[config.mk]
export PLATFORM = sky130hd
export DESIGN_NAME = ds_twr_responder
export DESIGN_NICKNAME = d
export VERILOG_FILES = /design/src/hw/rtl/dtwr_pkg.sv /design/src/hw/rtl/ds_twr_responder.sv /design/src/hw/rtl/dtwr_step.sv
export SDC_FILE = /design/constraint.sdc
export NUM_CORES = 1
export LEC_CHECK = 0
export ABC_AREA = 0
export BUFFER_PORTS_ARGS = -buffer_cell sky130_fd_sc_hd__buf_4
export CORE_ASPECT_RATIO = 0.75
export CORE_UTILIZATION = 55
export DETAILED_ROUTE_END_ITERATION = 6
export GPL_TIMING_DRIVEN = 0
export PLACE_DENSITY_LB_ADDON = 0.3
export SLEW_MARGIN = 30
export SYNTH_ARGS = -nofsm -noshare
export SYNTH_HDL_FRONTEND = slang
export SYNTH_SLANG_ARGS = --single-unit
[constraint.sdc]
create_clock -name clk -period 10.25 [get_ports clk]
set_clock_uncertainty 0.15 [all_clocks]
set_input_delay 2.05 -clock clk [delete_from_list [all_inputs] [get_ports clk]]
set_output_delay 2.05 -clock clk [all_outputs]
set_load 0.03 [all_outputs]
[src/hw/rtl/dtwr_pkg.sv]
`timescale 1ns / 1ps
// Shared types, codes and helpers of the two-way ranging responder.
package dtwr_pkg;

  localparam int STAMP_BITS = 40;
  localparam int TIME_BITS  = 40;
  localparam int IVL_BITS   = 32;
  localparam int CNT_BITS   = 32;
  localparam int IDLE_BITS  = 16;
  localparam int ID_BITS    = 8;
  localparam int CFG_BITS   = 16;

  localparam logic [ID_BITS-1:0]   OWN_ID_RST   = 8'd8;
  localparam logic [IDLE_BITS-1:0] IDLE_LIM_RST = 16'd30000;
  localparam logic [7:0]           POLL_STAGE_NUM  = 8'd1;
  localparam logic [7:0]           FINAL_STAGE_NUM = 8'd3;

  typedef logic [STAMP_BITS-1:0] stamp_t;

  typedef enum logic [1:0] {
    CMD_FRAME   = 2'd0,
    CMD_TX_DONE = 2'd1,
    CMD_TICK    = 2'd2
  } cmd_t;

  typedef enum logic [2:0] {
    ACT_NONE    = 3'd0,
    ACT_REARM   = 3'd1,
    ACT_RESPOND = 3'd2,
    ACT_ERROR   = 3'd3,
    ACT_TIMING  = 3'd4,
    ACT_RESTART = 3'd5
  } action_t;

  typedef enum logic [1:0] {
    ST_POLL   = 2'd0,
    ST_TXDONE = 2'd1,
    ST_FINAL  = 2'd2
  } stage_t;

  typedef enum logic {
    CFG_OWN_ID   = 1'b0,
    CFG_IDLE_LIM = 1'b1
  } cfg_idx_t;

  typedef struct packed {
    logic [1:0]           command;
    logic                 rx_ok;
    logic                 error_frame;
    logic [ID_BITS-1:0]   dest_id;
    logic [7:0]           msg_stage;
    logic [TIME_BITS-1:0] rx_time;
    logic [TIME_BITS-1:0] tx_time;
  } item_t;

  typedef struct packed {
    stage_t                stage;
    stamp_t                request_stamp;
    stamp_t                response_stamp;
    logic [IVL_BITS-1:0]   reply_interval;
    logic [IDLE_BITS-1:0]  idle_ms;
    logic [CNT_BITS-1:0]   request_count;
    logic [CNT_BITS-1:0]   success_count;
    logic [CNT_BITS-1:0]   error_frame_count;
    logic [CNT_BITS-1:0]   timeout_count;
  } state_t;

  typedef struct packed {
    action_t             action;
    logic [IVL_BITS-1:0] round_time;
    logic [IVL_BITS-1:0] reply_time;
    stage_t              protocol_stage;
    logic [CNT_BITS-1:0] request_total;
    logic [CNT_BITS-1:0] success_total;
    logic [CNT_BITS-1:0] error_total;
    logic [CNT_BITS-1:0] timeouts;
  } result_t;

  typedef struct packed {
    logic [ID_BITS-1:0]   own_id;
    logic [IDLE_BITS-1:0] idle_limit;
  } cfg_t;

  // Bring a timestamp port value to the internal stamp width.
  function automatic stamp_t to_stamp(input logic [TIME_BITS-1:0] t);
    logic [63:0] wide;
    wide = 64'(t);
    return wide[STAMP_BITS-1:0];
  endfunction

  // Wrapping stamp difference, low bits only.
  function automatic logic [IVL_BITS-1:0] stamp_diff(input stamp_t later,
                                                     input stamp_t earlier);
    stamp_t d;
    d = later - earlier;
    return d[IVL_BITS-1:0];
  endfunction

endpackage

[src/hw/rtl/ds_twr_responder.sv]
`timescale 1ns / 1ps
// Top level of the double-sided two-way ranging responder.
//
// Usage: each input item is one event. in_command selects a received frame
// (with rx_ok, error_frame, dest_id, msg_stage and rx_time), the transmit-done
// of our stage-2 response (with tx_time), or a one millisecond tick. Every
// accepted item gives exactly one result item carrying the action to take,
// the round and reply intervals (nonzero only with timing info), the
// protocol stage after the event and the four wrapping counters.
// Both channels use valid/stall; an item moves when valid is high and stall
// is low. The configuration port writes own_id (index 0) and the inactivity
// limit (index 1) with cfg_we; the user writes them only while no item is in
// flight, which the block itself does not enforce. An accepted item waits in
// the input register, then one pass of decision logic updates the protocol
// state and loads the result register, which raises out_valid. One item is
// accepted per cycle sustained while the receiver does not stall, since each
// pass sees the state left by the item before it. When the receiver stalls,
// the held result stays put, one more item can wait in the input register,
// and then in_stall rises.
// Synchronous reset clears all protocol state and counters and restores
// own_id to 8 and the inactivity limit to 30000 ms.
module ds_twr_responder (
  input  logic        clk,
  input  logic        rst_n,
  // configuration port
  input  logic        cfg_we,
  input  logic        cfg_index,
  input  logic [dtwr_pkg::CFG_BITS-1:0] cfg_data,
  // event channel
  input  logic        in_valid,
  output logic        in_stall,
  input  logic [1:0]  in_command,
  input  logic        in_rx_ok,
  input  logic        in_error_frame,
  input  logic [7:0]  in_dest_id,
  input  logic [7:0]  in_msg_stage,
  input  logic [39:0] in_rx_time,
  input  logic [39:0] in_tx_time,
  // result channel
  output logic        out_valid,
  input  logic        out_stall,
  output logic [2:0]  out_action,
  output logic signed [31:0] out_round_time,
  output logic signed [31:0] out_reply_time,
  output logic [1:0]  out_protocol_stage,
  output logic [31:0] out_request_total,
  output logic [31:0] out_success_total,
  output logic [31:0] out_error_total,
  output logic [31:0] out_timeouts
);

  dtwr_pkg::cfg_t    cfg_r;
  dtwr_pkg::item_t   in_item_r;
  logic              in_valid_r;
  dtwr_pkg::state_t  state_r;
  dtwr_pkg::state_t  state_nxt;
  dtwr_pkg::result_t res_nxt;
  dtwr_pkg::result_t out_res_r;
  logic              out_valid_r;
  logic              advance;
  logic              in_take;

  // The decision pass runs when an item waits and the result register is
  // free or is being emptied this cycle.
  assign advance  = in_valid_r && (!out_valid_r || !out_stall);
  assign in_stall = in_valid_r && !advance;
  assign in_take  = in_valid && !in_stall;

  // Configuration registers.
  always_ff @(posedge clk) begin
    if (!rst_n) begin
      cfg_r.own_id     <= dtwr_pkg::OWN_ID_RST;
      cfg_r.idle_limit <= dtwr_pkg::IDLE_LIM_RST;
    end else if (cfg_we) begin
      unique case (dtwr_pkg::cfg_idx_t'(cfg_index))
        dtwr_pkg::CFG_OWN_ID:   cfg_r.own_id     <= cfg_data[dtwr_pkg::ID_BITS-1:0];
        dtwr_pkg::CFG_IDLE_LIM: cfg_r.idle_limit <= cfg_data[dtwr_pkg::IDLE_BITS-1:0];
        default: begin
        end
      endcase
    end
  end

  // Input register.
  always_ff @(posedge clk) begin
    if (!rst_n) begin
      in_valid_r <= 1'b0;
    end else if (in_take) begin
      in_valid_r <= 1'b1;
    end else if (advance) begin
      in_valid_r <= 1'b0;
    end
  end

  always_ff @(posedge clk) begin
    if (in_take) begin
      in_item_r.command     <= in_command;
      in_item_r.rx_ok       <= in_rx_ok;
      in_item_r.error_frame <= in_error_frame;
      in_item_r.dest_id     <= in_dest_id;
      in_item_r.msg_stage   <= in_msg_stage;
      in_item_r.rx_time     <= in_rx_time;
      in_item_r.tx_time     <= in_tx_time;
    end
  end

  dtwr_step u_step (
    .item_i (in_item_r),
    .st_i   (state_r),
    .cfg_i  (cfg_r),
    .st_o   (state_nxt),
    .res_o  (res_nxt)
  );

  // Protocol state and counters advance once per processed item. The
  // all-zero reset value is the await-poll stage.
  always_ff @(posedge clk) begin
    if (!rst_n) begin
      state_r <= '0;
    end else if (advance) begin
      state_r <= state_nxt;
    end
  end

  // Result register.
  always_ff @(posedge clk) begin
    if (!rst_n) begin
      out_valid_r <= 1'b0;
    end else if (advance) begin
      out_valid_r <= 1'b1;
    end else if (!out_stall) begin
      out_valid_r <= 1'b0;
    end
  end

  always_ff @(posedge clk) begin
    if (advance) begin
      out_res_r <= res_nxt;
    end
  end

  assign out_valid          = out_valid_r;
  assign out_action         = out_res_r.action;
  assign out_round_time     = $signed(out_res_r.round_time);
  assign out_reply_time     = $signed(out_res_r.reply_time);
  assign out_protocol_stage = out_res_r.protocol_stage;
  assign out_request_total  = out_res_r.request_total;
  assign out_success_total  = out_res_r.success_total;
  assign out_error_total    = out_res_r.error_total;
  assign out_timeouts       = out_res_r.timeouts;

  // Intervals are only reported together with timing info.
  a_intervals_only_with_timing: assert property (@(posedge clk) disable iff (!rst_n)
    out_valid_r && out_res_r.action != dtwr_pkg::ACT_TIMING |->
      out_res_r.round_time == '0 && out_res_r.reply_time == '0)
    else $error("interval reported without timing info");

  // A restart leaves every counter and the stage cleared.
  a_restart_clears: assert property (@(posedge clk) disable iff (!rst_n)
    advance && res_nxt.action == dtwr_pkg::ACT_RESTART |=>
      state_r.stage == dtwr_pkg::ST_POLL && state_r.request_count == '0 &&
      state_r.success_count == '0 && state_r.error_frame_count == '0 &&
      state_r.timeout_count == '0 && state_r.idle_ms == '0)
    else $error("restart did not clear state");

  // The success counter moves only on a completed exchange or a restart.
  a_success_only_on_timing: assert property (@(posedge clk) disable iff (!rst_n)
    advance && res_nxt.action != dtwr_pkg::ACT_TIMING &&
      res_nxt.action != dtwr_pkg::ACT_RESTART |->
      state_nxt.success_count == state_r.success_count)
    else $error("success counter changed without completed exchange");

  // State holds whenever no item is processed.
  a_state_holds_idle: assert property (@(posedge clk) disable iff (!rst_n)
    !advance |=> $stable(state_r))
    else $error("protocol state changed without an item");

  // A stage-2 response always leaves the block awaiting transmit-done.
  a_respond_stage: assert property (@(posedge clk) disable iff (!rst_n)
    advance && res_nxt.action == dtwr_pkg::ACT_RESPOND |->
      res_nxt.protocol_stage == dtwr_pkg::ST_TXDONE)
    else $error("response sent without moving to await transmit-done");

endmodule

[src/hw/rtl/dtwr_step.sv]
`timescale 1ns / 1ps
// Decision logic for one event: next protocol state and the result item.
module dtwr_step (
  input  dtwr_pkg::item_t  item_i,
  input  dtwr_pkg::state_t st_i,
  input  dtwr_pkg::cfg_t   cfg_i,
  output dtwr_pkg::state_t st_o,
  output dtwr_pkg::result_t res_o
);

  dtwr_pkg::stage_t          stage_cur;
  dtwr_pkg::state_t          nxt;
  dtwr_pkg::action_t         action;
  logic [dtwr_pkg::IVL_BITS-1:0] round_v;
  logic [dtwr_pkg::IVL_BITS-1:0] reply_v;
  logic                      polling;
  logic [7:0]                want;

  always_comb begin
    // A stray stage code behaves as awaiting poll.
    if (st_i.stage == dtwr_pkg::ST_TXDONE || st_i.stage == dtwr_pkg::ST_FINAL) begin
      stage_cur = st_i.stage;
    end else begin
      stage_cur = dtwr_pkg::ST_POLL;
    end
    polling = (stage_cur == dtwr_pkg::ST_POLL);
    want    = polling ? dtwr_pkg::POLL_STAGE_NUM : dtwr_pkg::FINAL_STAGE_NUM;

    nxt       = st_i;
    nxt.stage = stage_cur;
    action    = dtwr_pkg::ACT_NONE;
    round_v   = '0;
    reply_v   = '0;

    unique case (item_i.command)
      dtwr_pkg::CMD_TICK: begin
        if (st_i.idle_ms >= cfg_i.idle_limit) begin
          nxt       = '0;
          nxt.stage = dtwr_pkg::ST_POLL;
          action    = dtwr_pkg::ACT_RESTART;
        end else begin
          nxt.idle_ms = st_i.idle_ms + 1'b1;
        end
      end
      dtwr_pkg::CMD_TX_DONE: begin
        if (stage_cur == dtwr_pkg::ST_TXDONE) begin
          nxt.response_stamp = dtwr_pkg::to_stamp(item_i.tx_time);
          nxt.reply_interval = dtwr_pkg::stamp_diff(dtwr_pkg::to_stamp(item_i.tx_time),
                                                    st_i.request_stamp);
          nxt.stage          = dtwr_pkg::ST_FINAL;
        end
      end
      dtwr_pkg::CMD_FRAME: begin
        if (stage_cur != dtwr_pkg::ST_TXDONE) begin
          if (polling) begin
            nxt.request_count = st_i.request_count + 1'b1;
          end
          if (!item_i.rx_ok) begin
            nxt.timeout_count = st_i.timeout_count + 1'b1;
            nxt.stage         = dtwr_pkg::ST_POLL;
            action            = dtwr_pkg::ACT_REARM;
          end else if (item_i.error_frame) begin
            nxt.error_frame_count = st_i.error_frame_count + 1'b1;
            nxt.stage             = dtwr_pkg::ST_POLL;
            action                = dtwr_pkg::ACT_REARM;
          end else if (item_i.dest_id != cfg_i.own_id) begin
            nxt.stage = dtwr_pkg::ST_POLL;
            action    = dtwr_pkg::ACT_REARM;
          end else if (item_i.msg_stage != want) begin
            nxt.error_frame_count = st_i.error_frame_count + 1'b1;
            nxt.stage             = dtwr_pkg::ST_POLL;
            action                = dtwr_pkg::ACT_ERROR;
          end else if (polling) begin
            nxt.request_stamp  = dtwr_pkg::to_stamp(item_i.rx_time);
            nxt.reply_interval = '0;
            nxt.stage          = dtwr_pkg::ST_TXDONE;
            action             = dtwr_pkg::ACT_RESPOND;
          end else begin
            round_v           = dtwr_pkg::stamp_diff(dtwr_pkg::to_stamp(item_i.rx_time),
                                                     st_i.response_stamp);
            reply_v           = st_i.reply_interval;
            nxt.success_count = st_i.success_count + 1'b1;
            nxt.idle_ms       = '0;
            nxt.stage         = dtwr_pkg::ST_POLL;
            action            = dtwr_pkg::ACT_TIMING;
          end
        end
      end
      default: begin
      end
    endcase
  end

  assign st_o = nxt;

  always_comb begin
    res_o.action         = action;
    res_o.round_time     = round_v;
    res_o.reply_time     = reply_v;
    res_o.protocol_stage = nxt.stage;
    res_o.request_total  = nxt.request_count;
    res_o.success_total  = nxt.success_count;
    res_o.error_total    = nxt.error_frame_count;
    res_o.timeouts       = nxt.timeout_count;
  end

endmodule
Word-level counts from Yosys, hierarchy flattened
Cells that the tools add are included.
Widths: inputs -> output; s select.
{"block": "totals", "ff_bits": 557, "output_inout_bits": 199}
{"block": "classes", "addsub": 7, "n_bitwise": 4, "eq_ne": 18, "n_lt_le_gt_ge": 1, "muxes": 51, "reduce_logical": 23}
{"cell": "$pmux 144 s2", "count": 1}
{"cell": "$mux 32", "count": 8}
{"cell": "$mux 40", "count": 5}
{"cell": "$mux 48", "count": 4}
{"cell": "$mux 64", "count": 3}
{"cell": "$mux 176", "count": 1}
{"cell": "$add 32x1->32 const B", "count": 4}
{"cell": "$mux 128", "count": 1}
{"cell": "$pmux 32 s2", "count": 2}
{"cell": "$mux 114", "count": 1}
{"cell": "$pmux 32 s3", "count": 1}
{"cell": "$sub 32x32->32", "count": 2}
{"cell": "$mux 42", "count": 1}
{"cell": "$mux 16", "count": 2}
{"cell": "$mux 3", "count": 7}
{"cell": "$reduce_and 9->1", "count": 2}
{"cell": "$add 16x1->16 const B", "count": 1}
{"cell": "$ge 16x16->1", "count": 1}
{"cell": "$ne 8x8->1", "count": 2}
{"cell": "$mux 2", "count": 7}
{"cell": "$ne 2x1->1 const B", "count": 6}
{"cell": "$ne 2x2->1 const B", "count": 5}
{"cell": "$reduce_and 8->1", "count": 1}
{"cell": "$reduce_or 7->1", "count": 1}
{"cell": "other kinds (15)", "count": 35}

Depth between registers and ports, before layout
{"block": "logic_depth", "word_depth": 12, "ltp_mapped": 15, "mapped_depth_nobuf": 14}

Modules after synthesis
A second synthesis with hierarchy kept.
{"block": "hier_totals", "cells_unflattened": 3152, "area_unflattened_um2": 29593.4}
{"mod": "ds_twr_responder", "n_inst": 1, "seq_area_each_um2": 14604.0, "cells_each": 1559, "area_per_inst_um2": 19269.7}
{"mod": "dtwr_step", "n_inst": 1, "seq_area_each_um2": 0.0, "cells_each": 1593, "area_per_inst_um2": 10323.7}

Worst setup path before layout
OpenSTA, ideal clock, no wires.
{"block": "synth_path", "path_type": "in2reg", "from": "input port out_stall", "to": "register state_r[111] in the netlist's numbering", "n_path_buf": 3, "slack_ns": 1.171, "setup_time_ns": 0.402, "arrival_time_ns": 8.528, "path_stages": 7, "required_ns": 9.698, "cell_sequence": "nand2_1 nand2_1 buf_1 inv_1 clkbuf_1 buf_1 a31oi_1"}
{"block": "synth_between", "elab_chain_cells": 3}
{"element": "start, declared", "line_no": "ds_twr_responder.sv:41", "text": "input logic out_stall,"}
{"element": "$logic_not 1->1"}
{"element": "$logic_or 1x1->1", "line_no": "ds_twr_responder.sv:65", "text": "assign advance = in_valid_r && (!out_valid_r || !out_stall);"}
{"element": "$logic_and 1x1->1", "line_no": "ds_twr_responder.sv:65"}
{"element": "named net advance", "line_no": "ds_twr_responder.sv:60", "text": "logic advance;"}
{"element": "end signal, assigned", "line_no": "ds_twr_responder.sv:121", "text": "state_r <= state_nxt;"}
{"element": "end, declared", "line_no": "ds_twr_responder.sv:55", "text": "dtwr_pkg::state_t state_r;"}
The timed path passes the listed nets, and every way through them passes these cells.
A chain may end at the register's enable or synchronous reset.

Worst setup path in the final report
{"block": "layout_path", "from": "input port out_stall", "to": "register state_r[24] in the netlist's numbering"}
{"block": "layout_between", "elab_chain_cells": 3}
{"element": "$logic_not 1->1"}
{"element": "$logic_or 1x1->1", "line_no": "ds_twr_responder.sv:65"}
{"element": "$logic_and 1x1->1", "line_no": "ds_twr_responder.sv:65"}
No other way between the ends.

==> impl_metrics.ini <==
[routing]
postRouteAntennaNets = 0
drc_errors = 0
viasPerCell = 6.287
wl_per_cell_um = 22.23
drt_iter0_markers = 3789
vias = 24354
routed_wirelength_um = 86130
firstDrtPassIters = 7

[sta]
rsz0062_at_grt = no
whs_ns = 0.2947
maxSlewHeadroom_pct = 27.20
maxSlewViolCount = 0
finalCritPeriodShare_pct = 48.31
report.final.setup_viol = 0
period_minus_slack_ns = 4.952
hold_viol_final = 0
max_freq_mhz = 201.9
tightestPinTransition_ns = 1.092
setup_ws_ns = 5.298

[clock_tree]
cts_tree = done
cts.clk_slew.worst_paths_ns = 0.06
insertion_delay_ns = 0.62
post_cts_buffers = 0
clockBufferDepth = 3
cts-htree-levels = 2
post_cts_resized = 0
cts-buffers-inserted = 53
hold_buffers = 0
clock_sinks = 549
cts_root_buffer = clkbuf_16

[job]
drv_cap = 0

[global_routing]
grt_start_max_net_pins = 36
grt_pass1_vias = 22112
antenna_found_initial = 1
grt-ovfl-total = 0
grtUsageTotal_pct = 34.51
grt_pass1_wl_um = 127100

[power_and_ir_drop]
total_power_mw = 4.881
power_density_nw_per_um2 = 154.6
peakVddDrop_mv = 0.1108
p_leak_nw = 11.60

[finish]
multi_input_area_um2 = 11620
diodes = 0
regArea_um2 = 13800
final_cells = 3874
fill_cells = 3739
area_growth_pct = 19.37
nets = 3400
drive_above_1_share_pct = 13.60

[place]
dp.final_hpwl_um = 62680
gp_congestion = 0.9960
place_inst = 3774
pre_cts_slack_ns = 5.038
io_buffers = 304

[setup_path]
critPathLaunchType = primary input
cp-end-kind = register
critPathMaxFanout = 10
crit_arrival_ns = 5.26
path_class = in2reg
cp.required_ns = 10.56

[synthesis]
avgSynthCellArea_um2 = 9.376
synth_warnings = 0
synth_edf_count = 281
asyncSetResetFlopFracSynth_pct = 0
ys_types = 84
synth_seq_area_share_pct = 52.21
synth_nets = 3030
syn_inst = 2820
ys_ff_latch = 549
synthFlopType = edfxtp_1
syn_area_um2 = 26440

[floorplan]
die_w_um = 255.2
coreArea_um2 = 47400
initial_core_util_pct = 55.78
num_rows = 69
die_h_um = 191.9
io_pins = 321
die_area_um2 = 48960

[hold_path]
hp-class = reg2reg

[run_status]
run_status = finished, final reports clean
[critical path, stage by stage]
cell	delay, ns
buf_4	0.09
nand2_1	0.04
nand2_1	0.28
buf_1	0.50
inv_1	0.29
nand2_1	0.16
clkbuf_1	0.61
clkbuf_1	0.88
nor2_1	0.08
a22oi_1	0.19
nor2_1	0.07
[kinds of logic (layout without fill, tap and decap cells)]
kind of cell               Yosys count  count (layout)  synth area share [%]
and+or+nand+nor                   1024            1024                 18.19
xor gates and xnor gates            99              99                 3.280
DFF                                549             549                 52.21
muxes                                5               5                0.1940
AOI/OAI and AO/OA                  778             778                 17.91
buffers and inverters              277             692                 4.004
adders and majority gates           88              88                 4.221
[path summary, 6_finish.rpt]
kind / slack [ns] / start / endpoint / cells after the start
min reg2reg: 0.29 / state_r[174] / state_r[174] / 2
min: 0.29 / state_r[174] / state_r[174] / 2
max reg2reg: 5.45 / cfg_r[9] / state_r[2] / 13
max: 5.30 / out_stall / state_r[24] / 11
[flip-flops by register name, indices dropped and copies added (netlist names)]
signal              cells
state_r               242
in_item_r              84
out_error_total        32
out_reply_time         32
out_request_total      32
out_round_time         32
out_success_total      32
out_timeouts           32
cfg_r                  24
out_action              3
out_protocol_stage      2
in_valid_r              1
out_valid               1
[cell usage after synthesis, types with 15 or more instances]
cell	instances	area share (%)
nand2_1	306	4.3
edfxtp_1	281	32
nor2_1	279	4.0
dfxtp_1	268	20
o21ai_0	245	4.6
a21oi_1	208	3.9
clkbuf_1	146	2.1
nand3_1	144	2.7
o31ai_1	131	3.7
inv_1	99	1.4
ha_1	86	4.1
and3_1	78	1.8
xnor2_1	50	1.7
nor3_1	49	0.93
xor2_1	49	1.6
nand4_1	46	1.1
a31oi_1	45	1.1
a21o_1	39	1.1
buf_1	21	0.30
nor2b_1	19	0.45
and2_1	18	0.43
or3_1	17	0.40
nand2b_1	15	0.35
[stage by stage]
step / util, % / area, um^2 / setup TNS [ns]
2_1_floorplan: - / 26440 / 0
3_3_place_gp: 62.28 / 29520 / -350.72
3_5_place_dp: 62.91 / 29820 / 0
4_1_cts: 66.56 / 31550 / 0
5_1_grt: 66.59 / 31560 / 0
6_report: 66.59 / 31560 / 0
[layout make-up]
type / count / area share [%]
inverter: 100 / 1.189
sequential: 549 / 43.74
multi-input combinational: 1994 / 36.81
buffer: 177 / 2.173
timing repair buffer: 315 / 8.072
clock inverter: 29 / 0.9039
clock buffer: 71 / 4.583
tap: 639 / 2.533
[report_power, final]
part	internal, mW	switching, mW
Clock	1.12	0.862
Sequential	2.37	0.0310
Combinational	0.164	0.335
Total	3.65	1.23
[placed cells by master, fill, tap and decap left out, types with 8 or more instances in the layout]
cell type / Yosys / layout
nor2b_1: 19 / 18
nand2b_1: 15 / 15
buf_4: 0 / 304
o211ai_1: 12 / 12
nand4_1: 46 / 46
a21oi_1: 208 / 208
clkbuf_1: 146 / 160
o21a_1: 12 / 12
nor2_1: 279 / 275
xor2_1: 49 / 49
nor4_1: 9 / 9
o21ai_0: 245 / 245
clkbuf_16: 0 / 55
and2_1: 18 / 18
ha_1: 86 / 86
nand2_1: 306 / 306
xnor2_1: 50 / 50
a31oi_1: 45 / 45
nand3_1: 144 / 144
a21o_1: 39 / 39
edfxtp_1: 281 / 281
a22oi_1: 10 / 10
buf_1: 21 / 20
buf_2: 7 / 8
or3_1: 17 / 17
clkinv_2: 0 / 12
dfxtp_1: 268 / 268
nor3_1: 49 / 47
and3_1: 78 / 78
o31ai_1: 131 / 131
inv_1: 99 / 99
and4_1: 14 / 14
[layer usage]
layer / share of wire, % / wire length, um / track usage [%]
met1: 41 / 35630 / 49.40
met2: 42 / 35890 / 50.25
met3: 13 / 11160 / 7.928
met4: 4.0 / 3449 / 14.00
met5: 0 / 0 / 0
Note: power is estimated with default switching activity, not from simulation.
